$ cat src/bhm_pkg.sv
`timescale 1ns / 1ps
package bhm_pkg;

    localparam int BYTE_W    = 8;
    localparam int BIN_COUNT = 256;
    localparam int OUT_W     = 16;
    localparam int Q_DEPTH   = 2;
    localparam int Q_PTR_W   = $clog2(Q_DEPTH);
    localparam int Q_CNT_W   = $clog2(Q_DEPTH + 1);

    localparam logic [BYTE_W-1:0] CHAR_LOWER_A = 8'h61;
    localparam logic [BYTE_W-1:0] CHAR_UPPER_A = 8'h41;
    localparam logic [BYTE_W-1:0] CHAR_UPPER_Z = 8'h5A;

    // classified request, front to back
    typedef struct packed {
        logic [BYTE_W-1:0] data_byte;
        logic              is_lower_a;
        logic              is_upper;
        logic              block_end;
    } item_t;

    // block summary, back to output register
    typedef struct packed {
        logic [OUT_W-1:0]  lower_a_count;
        logic [OUT_W-1:0]  upper_count;
        logic [BYTE_W-1:0] mode_byte;
        logic [OUT_W-1:0]  mode_count;
    } result_t;

endpackage

$ cat src/bhm_front.sv
`timescale 1ns / 1ps
module bhm_front (
    input  logic                        clk,
    input  logic                        resetn,
    input  logic                        in_valid,
    output logic                        in_ready,
    input  logic [bhm_pkg::BYTE_W-1:0]  in_data_byte,
    input  logic                        in_block_end,
    output logic                        item_valid,
    input  logic                        item_ready,
    output bhm_pkg::item_t              item
);

    bhm_pkg::item_t                 entry_reg [bhm_pkg::Q_DEPTH];
    logic [bhm_pkg::Q_PTR_W-1:0]    wr_ptr_reg, wr_ptr_next;
    logic [bhm_pkg::Q_PTR_W-1:0]    rd_ptr_reg, rd_ptr_next;
    logic [bhm_pkg::Q_CNT_W-1:0]    count_reg, count_next;
    bhm_pkg::item_t                 classified;
    logic                           push, pop;

    // classify the byte on the way in
    always_comb begin
        classified.data_byte  = in_data_byte;
        classified.is_lower_a = (in_data_byte == bhm_pkg::CHAR_LOWER_A);
        classified.is_upper   = (in_data_byte >= bhm_pkg::CHAR_UPPER_A) &&
                                (in_data_byte <= bhm_pkg::CHAR_UPPER_Z);
        classified.block_end  = in_block_end;
    end

    assign in_ready   = (count_reg != bhm_pkg::Q_CNT_W'(bhm_pkg::Q_DEPTH));
    assign item_valid = (count_reg != '0);
    assign item       = entry_reg[rd_ptr_reg];
    assign push       = in_valid && in_ready;
    assign pop        = item_valid && item_ready;

    always_comb begin
        wr_ptr_next = wr_ptr_reg;
        rd_ptr_next = rd_ptr_reg;
        count_next  = count_reg;
        if (push) begin
            wr_ptr_next = (wr_ptr_reg == bhm_pkg::Q_PTR_W'(bhm_pkg::Q_DEPTH - 1)) ?
                          '0 : wr_ptr_reg + 1'b1;
        end
        if (pop) begin
            rd_ptr_next = (rd_ptr_reg == bhm_pkg::Q_PTR_W'(bhm_pkg::Q_DEPTH - 1)) ?
                          '0 : rd_ptr_reg + 1'b1;
        end
        case ({push, pop})
            2'b10:   count_next = count_reg + 1'b1;
            2'b01:   count_next = count_reg - 1'b1;
            default: count_next = count_reg;
        endcase
    end

    always_ff @(posedge clk) begin
        if (!resetn) begin
            wr_ptr_reg <= '0;
            rd_ptr_reg <= '0;
            count_reg  <= '0;
        end else begin
            wr_ptr_reg <= wr_ptr_next;
            rd_ptr_reg <= rd_ptr_next;
            count_reg  <= count_next;
        end
        if (push) begin
            entry_reg[wr_ptr_reg] <= classified;
        end
    end

endmodule

$ cat config.mk
export PLATFORM = sky130hd
export DESIGN_NAME = bhm_front
export DESIGN_NICKNAME = d
export VERILOG_FILES = /design/src/bhm_pkg.sv /design/src/bhm_front.sv
export SDC_FILE = /design/constraint.sdc
export NUM_CORES = 1
export LEC_CHECK = 0
export BUFFER_PORTS_ARGS = -buffer_cell sky130_fd_sc_hd__clkbuf_2
export CAP_MARGIN = 20
export CORE_MARGIN = 4
export CORE_UTILIZATION = 35
export DETAILED_ROUTE_END_ITERATION = 8
export GPL_TIMING_DRIVEN = 0
export HOLD_SLACK_MARGIN = 0.15
export RECOVER_POWER = 25
export SLEW_MARGIN = 10
export SYNTH_ARGS = -nofsm -noshare
export SYNTH_HDL_FRONTEND = slang
export SYNTH_SLANG_ARGS = --single-unit
$ cat constraint.sdc
create_clock -name clk -period 2 [get_ports clk]
set_input_delay 0.2 -clock clk [delete_from_list [all_inputs] [get_ports clk]]
set_output_delay 0.2 -clock clk [all_outputs]
set_load 0.005 [all_outputs]
Word level (Yosys, flattened, before mapping)
Memory sizes are Yosys's and may differ from the RTL's. A register that Yosys moved wholly into a read port is not among the register bits.
Cells that the tools add are included.
{"block": "classes", "add_sub_neg": 4, "n_reduce_logical": 5, "n_bitwise": 0, "n_mul": 0, "div_mod_pow": 0, "muxes": 7, "eq_ne": 4, "shift": 0, "n_lt_le_gt_ge": 2}
{"op": "== test 8 x 7 -> 1 bit (second input constant)", "n": 1}
{"op": ">= comparator 8 x 7 -> 1 bit (second input constant)", "n": 1}
{"op": "<= comparator 8 x 7 -> 1 bit (second input constant)", "n": 1}
{"op": "2-to-1 mux 1 bit", "n": 6}
{"op": "one-hot mux 2 bit (2 select lines)", "n": 1}
{"op": "nonzero test 2 bit", "n": 2}
{"op": "logical AND 1 bit", "n": 3}
{"op": "adder 1 bit (second input constant)", "n": 2}
{"op": "adder 2 x 1 -> 2 bit (second input constant)", "n": 1}
{"op": "== test 2 x 1 -> 1 bit (second input constant)", "n": 1}
{"op": "== test 2 bit (second input constant)", "n": 1}
{"op": "inequality test 2 bit (second input constant)", "n": 1}
{"op": "subtractor 2 x 1 -> 2 bit (second input constant)", "n": 1}
{"block": "totals", "latchBits": 0, "ram_bits": 22, "output_inout_bits": 13, "romBits": 0, "elab_cells": 26, "mem_count": 1, "in_bits": 13, "ff_bits": 4}
{"memory": "entry_reg", "depth": 2, "width": 11, "rd": 1, "rd_ports_with_merged_regs": 1, "wr": 1, "line_no": "bhm_front.sv:14", "rtl": "bhm_pkg::item_t entry_reg [bhm_pkg::Q_DEPTH];"}

Longest topological paths before layout
{"block": "logic_depth", "word_depth": 4, "depth_mapped": 6}

Least setup slack after synthesis
Ideal clock, no wire load.
{"block": "synth_timing", "path_type": "register -> register", "startpoint": "reg count_reg[0] in the netlist's numbering", "endpoint": "reg count_reg[1] in the netlist's numbering", "path_slack_ps": 531, "t_arrival_ps": 1399, "t_required_ps": 1930, "period_less_slack_ps": 1469, "path_stages_with_launch": 6, "path_buffers": 0, "setup_time_ps": 70, "cell_sequence": "dfxtp_1 > nand2b_1 > nand2_1 > ha_1 > or3_1 > a21boi_1"}
{"block": "synth_between", "elab_chain_len": 4, "word_cells_on_any_way": 10, "classes_between": "add/sub: 2; eq/ne: 3; mux: 1; reduce/logical: 4"}
{"element": "start, declared", "line_no": "bhm_front.sv:17", "rtl": "logic [bhm_pkg::Q_CNT_W-1:0] count_reg, count_next;"}
{"element": "start signal, assigned", "line_no": "bhm_front.sv:63", "rtl": "count_reg <= count_next;"}
{"element": "inequality test 2 bit (*)", "line_no": "bhm_front.sv:30", "rtl": "assign in_ready = (count_reg != bhm_pkg::Q_CNT_W'(bhm_pkg::Q_DEPTH));"}
{"element": "named net in_ready", "line_no": "bhm_front.sv:6", "rtl": "output logic in_ready,"}
{"element": "logical AND 1 bit (*)", "line_no": "bhm_front.sv:33", "rtl": "assign push = in_valid && in_ready;"}
{"element": "== test 2 x 1 -> 1 bit or == test 2 bit (tied branches)", "line_no": "bhm_front.sv:48", "rtl": "case ({push, pop})"}
{"element": "one-hot mux 2 bit (2 select lines) or nonzero test 2 bit (tied branches)"}
The timed path passes the listed nets; every way through them passes the cells marked *.
A chain may end at the register's enable or synchronous reset.

==> impl_metrics.yaml <==
run_status:
  outcome: "completed"
synthesis:
  synth.cell_area_um2: 1070
  syn_inst: 65
  synth_edf_count: 22
  syn-num-nets: 79
  synthFlopType: "edfxtp_1"
  yosys_register_bits: 27
  ys_types: 26
  synthArstFlopShare_pct: 0
  ys_seq_area_share_pct: 70.9
  yosysWarningCount: 0
  postSynthAreaPerCell_um2: 16.5
final_layout:
  area_growth_pct: 26.3
  num_antenna_cells: 0
  final_cells: 135
  multi_input_area_um2: 303
  mostFrequentLayoutCell: "edfxtp_1"
  fin_util_pct: 47.5
  layout.nets: 119
  largest_reg_flops: 22
  nFillCells: 256
  final_cell_mix: "edfxtp_1 (22), clkbuf_2 (18), mux2_2 (11)"
  drive_above_1_share_pct: 34.6
  seq_area_um2: 761
clock_tree:
  path_clk_slew_ns: 0.13
  clk_latency_ns: 0.31
  cts_tree: "yes"
  cts_buffer_depth: 2
  clock_sinks: 27
  htreeDepth: 1
  cts-root-buf: "clkbuf_4"
  cts_inserted_buffers: 3
  cts_setup_buffers: 0
placement:
  io_buffers: 25
  hpwl_mm: 1.29
  gp_congestion: 0.698
  place_inst: 121
worst_setup_path:
  critPathMaxFanout: 4
  timing.reg2reg.setup_slack_ns: 0.40
  cp.arrival_ns: 1.68
  startpoint_type: "primary input"
  cp.required_ns: 2.07
  path_class: "in2reg"
  end_kind: "flip-flop"
hold_path:
  hold_class: "in2reg"
floorplan:
  initial_core_util_pct: 37.6
  dieWidth_um: 63.4
  fp-row-count: 19
  dieArea_um2: 4010
  core_um2: 2850
  boundaryPins: 26
  dieHeight_um: 63.4
global_routing:
  grt_pass1_vias: 668
  grt_max_degree: 15
  grtUsageTotal_pct: 9.69
  grt_antenna_before_repair: 0
  grt_pass1_wl_mm: 3.00
  grt-ovfl-total: 0
power_and_ir_drop:
  power.leakage_uw: 0.000501
  p_clk_share_pct: 15.3
  comb_power_share_pct: 32.4
  p_sw_uw: 403
  intPower_uw: 1060
  ir_worst_vdd_mv: 0.623
  powerDensity_nw_per_um2: 1080
  total_power_uw: 1460
  p_seq_share_pct: 52.3
  swShare_pct: 27.6
detailed_routing:
  drc: 0
  drt-initial-drc-count: 13
  vias: 647
  totalWireLength_mm: 1.80
  vias_per_cell: 4.79
  drtAntennaViolNets: 0
  routedWlPerCell_um: 13.3
  first_pass_iters: 2
sta:
  period_share_pct: 80.8
  whs_ns: 0.216
  finalMaxSlewViolations: 0
  setup_viol: 0
  fin_skew_ns: 0.00579
  tns_ns: 0
  finalHoldViolCount: 0
  max_freq_mhz: 619
  fin_crit_ns: 1.62
  rsz0062_at_grt: "no"
  max_slew_margin_pct: 65.1
  tightestPinTransition_ns: 0.524
run:
  drv_cap: 0
[worst max-delay path: stages]
cell and delay, ns:
dlygate4sd3_1 0.54, clkbuf_2 0.14, or4_4 0.54, o22ai_1 0.17, nor4b_1 0.09
[logic make-up (layout without fill, tap and decap cells)]
kind of cell               count (synthesis)  count (layout)  synth area share (%)
muxes                                     11              11                  11.6
adders and majority gates                  1               1                  1.17
xor gates and xnor gates                   3               3                  2.45
and+or+nand+nor                           14              14                  8.52
DFF                                       27              27                  70.9
AOI/OAI and AO/OA                          7               7                  4.55
buffers and inverters                      2              41                 0.816
[power groups by stage]
stage	logic (uW)	registers [uW]	clock network, uW
6_report	472	764	224
3_3_place_gp	460	772	0
5_1_grt	525	776	259
2_1_floorplan	308	765	0
4_1_cts	489	764	232
3_5_place_dp	468	777	0
[synth_stat cells (2+ instances only)]
cell,instances,share of area (%)
dfxtp_1,5,9.3
nor2b_1,2,1.2
xnor2_1,3,2.5
nand2_1,2,0.70
edfxtp_1,22,62
mux2_2,11,12
[worst paths after layout]
check	startpoint	end	cells past startpoint
worst max-delay path	in_data_byte[1]	entry_reg[1][1]	5
worst min-delay path	in_valid	wr_ptr_reg	3
worst max register to register	count_reg[0]	count_reg[1]	5
worst min register to register	count_reg[1]	count_reg[1]	2
[metal layers]
layer	track usage, %	share of wire (%)	vias to the layer above
met5	0	0	-
met4	3.23	0.89	0
met3	3.73	4.8	2
met2	17.1	53	16
met1	10.6	42	306
li1	-	-	323
[repair_timing]
item,CTS,global route
gates resized for setup,0,0
endpoints found under the hold margin,21,0
hold buffers,10,0
[per-stage QoR]
step / instance area [um2] / setup slack, ns
4_1_cts: 1360 / 0.365
5_1_grt: 1350 / 0.285
2_1_floorplan: 1070 / 0.531
3_5_place_dp: 1240 / 0.418
3_3_place_gp: 1240 / 0.484
6_report: 1350 / 0.385
[area by class of cell]
class,count,area share [%]
multi-input cells,36,22.4
plain buffers,1,0.370
clock buffers,4,1.94
well taps,31,2.87
flip-flops and latches,27,56.2
repair buffers,35,16.0
inverters,1,0.277
Note: power is estimated with default switching activity, not from simulation.
