==> config.mk <==
export PLATFORM = sky130hd
export DESIGN_NAME = bhm_back
export DESIGN_NICKNAME = d
export VERILOG_FILES = /design/src/bhm_pkg.sv /design/src/bhm_ram.sv /design/src/bhm_back.sv
export SDC_FILE = /design/constraint.sdc
export NUM_CORES = 2
export LEC_CHECK = 0
export ABC_AREA = 1
export ABC_CLOCK_PERIOD_IN_PS = 17770
export BUFFER_PORTS_ARGS = -buffer_cell sky130_fd_sc_hd__buf_4
export CAP_MARGIN = 10
export CORE_MARGIN = 2
export CORE_UTILIZATION = 45
export DETAILED_ROUTE_END_ITERATION = 8
export PLACE_DENSITY = 0.66
export SYNTH_ARGS = -nofsm -noshare
export SYNTH_HDL_FRONTEND = slang
export SYNTH_SLANG_ARGS = --single-unit
==> constraint.sdc <==
create_clock -name clk -period 17.77 [get_ports clk]
set_clock_uncertainty 0.1 [all_clocks]
set_input_delay 4.4425 -clock clk [delete_from_list [all_inputs] [get_ports clk]]
set_output_delay 4.4425 -clock clk [all_outputs]
set_load 0.05 [all_outputs]
==> src/bhm_pkg.sv <==
`timescale 1ns / 1ps
package bhm_pkg;

    localparam int BYTE_W    = 8;
    localparam int BIN_COUNT = 256;
    localparam int OUT_W     = 16;
    localparam int Q_DEPTH   = 2;
    localparam int Q_PTR_W   = $clog2(Q_DEPTH);
    localparam int Q_CNT_W   = $clog2(Q_DEPTH + 1);

    localparam logic [BYTE_W-1:0] CHAR_LOWER_A = 8'h61;
    localparam logic [BYTE_W-1:0] CHAR_UPPER_A = 8'h41;
    localparam logic [BYTE_W-1:0] CHAR_UPPER_Z = 8'h5A;

    // classified request, front to back
    typedef struct packed {
        logic [BYTE_W-1:0] data_byte;
        logic              is_lower_a;
        logic              is_upper;
        logic              block_end;
    } item_t;

    // block summary, back to output register
    typedef struct packed {
        logic [OUT_W-1:0]  lower_a_count;
        logic [OUT_W-1:0]  upper_count;
        logic [BYTE_W-1:0] mode_byte;
        logic [OUT_W-1:0]  mode_count;
    } result_t;

endpackage

==> src/bhm_ram.sv <==
`timescale 1ns / 1ps
module bhm_ram #(
    parameter int WIDTH = 16,
    parameter int DEPTH = 256
) (
    input  logic                     clk,
    input  logic                     wr_en,
    input  logic [$clog2(DEPTH)-1:0] wr_addr,
    input  logic [WIDTH-1:0]         wr_data,
    input  logic                     rd_en,
    input  logic [$clog2(DEPTH)-1:0] rd_addr,
    output logic [WIDTH-1:0]         rd_data
);

    logic [WIDTH-1:0] mem [DEPTH];
    logic [WIDTH-1:0] rd_data_reg;

    always_ff @(posedge clk) begin
        if (wr_en) begin
            mem[wr_addr] <= wr_data;
        end
        if (rd_en) begin
            rd_data_reg <= mem[rd_addr];
        end
    end

    assign rd_data = rd_data_reg;

endmodule

==> src/bhm_back.sv <==
`timescale 1ns / 1ps
module bhm_back #(
    parameter int COUNT_WIDTH = 16
) (
    input  logic              clk,
    input  logic              resetn,
    input  logic              item_valid,
    output logic              item_ready,
    input  bhm_pkg::item_t    item,
    output logic              res_valid,
    input  logic              res_ready,
    output bhm_pkg::result_t  res
);

    localparam int BIN_W = $clog2(bhm_pkg::BIN_COUNT);

    function automatic logic [COUNT_WIDTH-1:0] sat_inc(input logic [COUNT_WIDTH-1:0] v);
        return (v == {COUNT_WIDTH{1'b1}}) ? v : v + 1'b1;
    endfunction

    // per-bin valid: a bin not touched in this block reads as zero
    logic [bhm_pkg::BIN_COUNT-1:0] bin_valid_reg;

    // bin update stage
    logic                          stg_valid_reg;
    bhm_pkg::item_t                stg_item_reg;
    logic                          stg_hit_reg;

    // write forwarded from the update that coincided with this stage's read
    logic                          fwd_en_reg;
    logic [BIN_W-1:0]              fwd_addr_reg;
    logic [COUNT_WIDTH-1:0]        fwd_data_reg;

    logic [COUNT_WIDTH-1:0]        a_tally_reg, a_tally_next;
    logic [COUNT_WIDTH-1:0]        upper_tally_reg, upper_tally_next;
    logic [bhm_pkg::BYTE_W-1:0]    best_byte_reg, best_byte_next;
    logic [COUNT_WIDTH-1:0]        best_tally_reg, best_tally_next;

    logic [COUNT_WIDTH-1:0]        ram_rd_data;
    logic [COUNT_WIDTH-1:0]        old_cnt, new_cnt;
    logic                          stg_fire, stg_last, pop, wr_en, clear_block;
    logic [BIN_W-1:0]              stg_addr, head_addr;

    assign stg_addr    = BIN_W'(stg_item_reg.data_byte);
    assign head_addr   = BIN_W'(item.data_byte);
    assign stg_last    = stg_item_reg.block_end;
    assign stg_fire    = stg_valid_reg && (!stg_last || res_ready);
    assign item_ready  = !stg_valid_reg || stg_fire;
    assign pop         = item_valid && item_ready;
    assign clear_block = stg_fire && stg_last;
    assign wr_en       = stg_fire && !stg_last;

    bhm_ram #(
        .WIDTH (COUNT_WIDTH),
        .DEPTH (bhm_pkg::BIN_COUNT)
    ) u_bins (
        .clk     (clk),
        .wr_en   (wr_en),
        .wr_addr (stg_addr),
        .wr_data (new_cnt),
        .rd_en   (pop),
        .rd_addr (head_addr),
        .rd_data (ram_rd_data)
    );

    always_comb begin
        if (fwd_en_reg && (fwd_addr_reg == stg_addr)) begin
            old_cnt = fwd_data_reg;
        end else if (stg_hit_reg) begin
            old_cnt = ram_rd_data;
        end else begin
            old_cnt = '0;
        end
        new_cnt = sat_inc(old_cnt);

        a_tally_next     = stg_item_reg.is_lower_a ? sat_inc(a_tally_reg) : a_tally_reg;
        upper_tally_next = stg_item_reg.is_upper ? sat_inc(upper_tally_reg) : upper_tally_reg;
        best_byte_next   = best_byte_reg;
        best_tally_next  = best_tally_reg;
        if ((new_cnt > best_tally_reg) ||
            ((new_cnt == best_tally_reg) && (stg_item_reg.data_byte < best_byte_reg))) begin
            best_byte_next  = stg_item_reg.data_byte;
            best_tally_next = new_cnt;
        end
    end

    // counts leave as their low 16 bits
    always_comb begin
        logic [COUNT_WIDTH+bhm_pkg::OUT_W-1:0] ext_a, ext_u, ext_m;
        ext_a = {{bhm_pkg::OUT_W{1'b0}}, a_tally_next};
        ext_u = {{bhm_pkg::OUT_W{1'b0}}, upper_tally_next};
        ext_m = {{bhm_pkg::OUT_W{1'b0}}, best_tally_next};
        res.lower_a_count = ext_a[bhm_pkg::OUT_W-1:0];
        res.upper_count   = ext_u[bhm_pkg::OUT_W-1:0];
        res.mode_byte     = best_byte_next;
        res.mode_count    = ext_m[bhm_pkg::OUT_W-1:0];
    end

    assign res_valid = stg_valid_reg && stg_last;

    always_ff @(posedge clk) begin
        if (!resetn) begin
            stg_valid_reg   <= 1'b0;
            fwd_en_reg      <= 1'b0;
            bin_valid_reg   <= '0;
            a_tally_reg     <= '0;
            upper_tally_reg <= '0;
            best_byte_reg   <= '0;
            best_tally_reg  <= '0;
        end else begin
            if (pop) begin
                stg_valid_reg <= 1'b1;
                // clear at the same edge wins over the sampled bit
                stg_hit_reg   <= bin_valid_reg[head_addr] && !clear_block;
                stg_item_reg  <= item;
                fwd_en_reg    <= wr_en;
                fwd_addr_reg  <= stg_addr;
                fwd_data_reg  <= new_cnt;
            end else if (stg_fire) begin
                stg_valid_reg <= 1'b0;
            end

            if (clear_block) begin
                bin_valid_reg   <= '0;
                a_tally_reg     <= '0;
                upper_tally_reg <= '0;
                best_byte_reg   <= '0;
                best_tally_reg  <= '0;
            end else if (wr_en) begin
                bin_valid_reg[stg_addr] <= 1'b1;
                a_tally_reg     <= a_tally_next;
                upper_tally_reg <= upper_tally_next;
                best_byte_reg   <= best_byte_next;
                best_tally_reg  <= best_tally_next;
            end
        end
    end

endmodule

# --- Yosys cells after proc, flatten, opt, wreduce, memory -nomap -nowiden ---
# Memory sizes are Yosys's and may differ from the RTL's. A register that Yosys moved wholly into a read port is not among the register bits.
# Cells that the tools add are included.
classes:
  add_sub_neg: 3
  order_cmp: 5
  n_eq_ne: 5
  muxes: 17
  n_bitwise: 2
  n_reduce_logical: 18
op_table:
  columns: ["cell", "n"]
  rows:
  - ["bitwise OR 256 bit", 1]
  - ["two-way mux 16 bit", 8]
  - ["adder 16 x 1 -> 16 bit, second input constant", 3]
  - ["== test 16 bit, second input constant", 3]
  - ["less-than comparator 8 x 9 -> 1 bit, second input constant", 2]
  - ["== test 16 bit", 1]
  - ["greater-than comparator 16 bit", 1]
  - ["logical AND 1 bit", 9]
  - ["binary-select mux 1 bit (select 8 bit)", 1]
  - ["demux 1 bit (select 8 bit)", 1]
  - ["== test 8 bit", 1]
  - ["greater-or-equal comparator 8 x 1 -> 1 bit, second input constant", 1]
  - ["less-than comparator 8 bit", 1]
  - ["two-way mux 8 bit", 1]
  - ["two-way mux 1 bit", 6]
  - ["zero test 1 bit", 3]
  - ["logical OR 1 bit", 3]
  - ["AND reduction 2 bit", 1]
  - ["nonzero test 2 bit", 1]
  - ["OR reduction 2 bit", 1]
  - ["NOT 1 bit", 1]
totals:
  ff_bits: 350
  ram_bits: 4096
  inputBits: 15
  output_inout_bits: 58
  n_memories: 1
mem_list:
  columns: ["memory", "words", "word_bits", "read_ports", "rd_clocked_by_memory_dff", "write_ports", "line", "text"]
  rows:
  - ["u_bins.mem", 256, 16, 1, 1, 1, "bhm_ram.sv:15", "logic [WIDTH-1:0] mem [DEPTH];"]

# --- Longest topological paths before layout ---
logic_depth:
  ltp_word: 9
  mapped_depth: 36
  depth_no_buf: 33

# --- Modules after synthesis ---
# Synthesis repeated with hierarchy kept, for this count alone.
unflattened:
  cells_unflattened: 16009
  area_unflattened_um2: 182676.5
by_module_without_submodules:
  columns: ["mod", "instances", "cells_per_inst", "area_each_um2", "seq_area_each_um2"]
  rows:
  - ["bhm_ram", 1, 13617, 165866.6, 123478.4]
  - ["bhm_back", 1, 2392, 16809.9, 7367.1]

# --- Least setup slack after synthesis ---
# Ideal clock, no wire load.
synth_timing:
  path_type: "reg-to-output"
  startpoint: "register stg_item_reg (netlist bit stg_addr[2])"
  endpoint: "output res[23] (netlist name)"
  arrival_ps: 11146
  slack_ps: 2081
  stages_incl_launch_ff: 25
  path_buffers: 4
  path_cell_list: "edfxtp_1 buf_4 nand2_1 nand2_1 nor2_2 nand3_4 nor2_8 buf_6 nand2_1 nand2_2 ha_1 nand2_1 nor2_2 nor2_1 o21ai_1 ha_1 nand4_1 nor2_1 o21ai_0 nand2_1 nand2_1 nand2_1 buf_2 buf_2 o21ai_0"
synth_rtl:
  columns: ["element", "line", "text"]
  rows:
  - ["from (decl)", "bhm_back.sv:26", "bhm_pkg::item_t stg_item_reg;"]
  - ["from (signal assigned)", "bhm_back.sv:115", "stg_item_reg <= item;"]
  - ["to (decl)", "bhm_back.sv:12", "output bhm_pkg::result_t res"]

==> out/metrics.yaml <==
run_status:
  status: "completed"
sta:
  worstMarginPinSlew_ps: 1260
  rsz0062_at_grt: "false"
  timing.hold.ws_ps: 360
  tns_ps: 0
  fmax_ghz: 0.0796
  period_share_pct: 70.7
  finalHoldViolCount: 0
  slew_viol_final: 0
  finalCriticalPeriod_ps: 12560
  slew_headroom_pct: 15.7
  setup_viol: 0
  worst_slack_ps: 5210
pwr:
  leakagePower_nw: 65.9
  seqPwrFrac_pct: 51.6
  peakVddDrop_mv: 0.0841
  p_comb_share_pct: 7.0
  p_sw_share_pct: 23.4
  finalPower_mw: 22.5
  power.density_mw_per_mm2: 113
  intPower_mw: 17.2
  clkPwrFrac_pct: 41.4
  p_sw_mw: 5.26
clock_network:
  cts.htree.levels: 5
  ctsHoldBuffers: 0
  cts_root_buf: "clkbuf_16"
  clkLatencyLatePin_ps: 1000
  numCtsBuffers: 440
  cts_resized: 0
  path_clk_slew_ps: 70
  postCtsSetupBuffers: 0
  clock_sinks: 4462
  clockBufferDepth: 4
  cts_tree: "yes"
logic_synthesis:
  syn_nets: 14792
  synthDistinctLibCells: 44
  synth_top_area_cell: "edfxtp_1"
  synth-edff-count: 4148
  ys_async_sr_fraction_pct: 0
  synth_warnings: 0
  synth_top_flop_cell: "edfxtp_1"
  synth_cells: 14751
  ys_seq_elements: 4462
  synth_seq_area_share_pct: 73.6
  synthTopCellsByArea: "edfxtp_1 70%, nor2_1 6.4%, o21ai_0 6.3%"
  netlist_area_sq_mm: 0.178
  avgSynthCellArea_sq_um: 12.0
  yosysTopAreaCellShare_pct: 70.1
grt:
  grt_usage_pct: 25.2
  grt_overflow: 0
  grt_antenna_before_repair: 15
  grt_pass1_vias: 111595
  grt_pass1_wl_mm: 755
  grt_start_max_net_pins: 204
hold_path:
  hold_start: "bin_valid_reg[253]"
  hold_end: "bin_valid_reg[253]"
  whs_path_depth: 1
  min_path_type: "reg -> reg"
setup_path:
  slowest_delay_ps: 650
  crit_path_max_fanout: 75
  crit_chain: "inv_2 > nand2_1 > nand2_1 > nor2_2 > nand3_1 > nand2_1 > nand2_2 > ha_1 > nand3_1 > nor2_1 > nand3_2 > buf_4 > nand2_4 > ha_1 > inv_1 > nor4_1 > inv_1 > nor3_1 > nand3_1 > nand2_1 > inv_1 > o21ai_0 > inv_1 > buf_4"
  cp-end-kind: "output pin"
  cp.arrival_ps: 8010
  critPathSlowestCell: "nand2_1"
  worst_r2r_startpoint: "stg_addr[2]"
  rrSetupSlack_ps: 10730
  required_ps: 13230
  worst_r2r_endpoint: "best_tally_reg[4]"
  worst_r2r_path_depth: 23
  cp-start-kind: "register"
  crit_type: "reg -> out"
die:
  ios: 73
  die_y_um: 632
  die_w_um: 632
  rows: 230
  core_sq_mm: 0.393
  die-area_sq_mm: 0.400
  initial_core_util_pct: 45.2
detailed_routing:
  final_antenna_net_count: 0
  via_count: 120889
  dr.first_iter.drc_count: 17618
  wl_mm: 520
  first_pass_iters: 9
  routedWlPerCell_um: 25.6
  drcViolationCount: 0
  via_per_inst: 5.96
cells_and_area:
  syn_to_final_growth_pct: 11.9
  mostFrequentLayoutCells: "4148 x edfxtp_1, 3002 x nor2_1, 2248 x o21ai_0, 1315 x nand2_1, 1087 x o22ai_1"
  final_area_sq_mm: 0.199
  largest_reg_flops: 4096
  fill_cells: 33386
  fin_nets: 14704
  layout_commonest_cell: "edfxtp_1"
  drive_gt1_share_pct: 8.43
placed_design:
  place_ws_ps: 6330
  io_buffers: 72
  globalplace.congestion: 0.909
  dp_hpwl_mm: 283
  placed_cell_area_sq_mm: 0.184
run:
  cap_violations: 0
kinds of logic after synthesis:
group / synth area share, %
DFF: 73.6
adders and majority gates: 0.183
buffers and inverters: 2.99
and+or+nand+nor: 12.5
AOI/OAI and AO/OA: 10.5
xor gates and xnor gates: 0.148
routing by layer:
layer	part of all wire [%]	track usage [%]
met2	46	39.2
met1	39	35.0
met3	11	4.73
met5	0.023	0.133
met4	4.3	9.97
power by group through the flow:
| stage | sequential [mW] | combinational, mW | clock [mW] |
|---|---|---|---|
| 2_1_floorplan | 11.9 | 0.923 | 0 |
| 3_3_place_gp | 11.8 | 1.53 | 0 |
| 3_5_place_dp | 11.8 | 1.55 | 0 |
| 4_1_cts | 11.6 | 1.55 | 9.37 |
| 5_1_grt | 11.6 | 1.68 | 9.79 |
| 6_report | 11.6 | 1.58 | 9.30 |
critical path: cells and delay by family (launching register included):
kind                     cells  cell delay (ps)
buffers and inverters        7             1430
flip-flops                   1              570
AO/OA/AOI/OAI                1              420
AND/OR/NAND/NOR             14             3700
adder cells (fa/ha/maj)      2              880
stage by stage:
| stage | cells | utilization [%] |
|---|---|---|
| finish | 20279 | 50.6 |
| global route | 20270 | 50.6 |
| CTS | 20269 | 50.6 |
| detailed placement | 19441 | 46.9 |
| global placement | 19441 | 46.9 |
| floorplan | 14751 | - |
synthesized netlist by cell type, drive strengths merged (3+ instances only):
cell    count
inv       243
nand3    1077
o22ai    1087
clkbuf    718
xor2       26
clkinv      3
buf       331
and3       16
edfxtp   4148
a21oi      63
xnor2       4
a31oi      19
nand4       9
nor3       13
o21a       10
nand2    1343
o21ai    2256
nor2     3031
ha         26
dfxtp     314
worst max path at each step:
stage / from / to / slack [ps]
6_report: stg_addr[2] / res[4] / 5210
4_1_cts: stg_addr[2] / res[4] / 5250
2_1_floorplan: stg_addr[2] / res[23] / 2080
3_5_place_dp: stg_addr[2] / res[4] / 6330
5_1_grt: stg_addr[2] / res[4] / 4680
3_3_place_gp: stg_addr[2] / res[4] / 6350
final cells by class:
cell class	count	area [sq um]	area share, %
flip-flops and latches	4462	131000	65.8
multi-input cells	8994	41700	21.0
clock buffers	604	12200	6.14
well taps	5220	6530	3.29
repair buffers	519	4160	2.09
clock inverters	224	2240	1.13
inverters	246	990	0.498
diodes	10	25.0	0.0126
No activity file was read; power rests on OpenSTA's default activity.
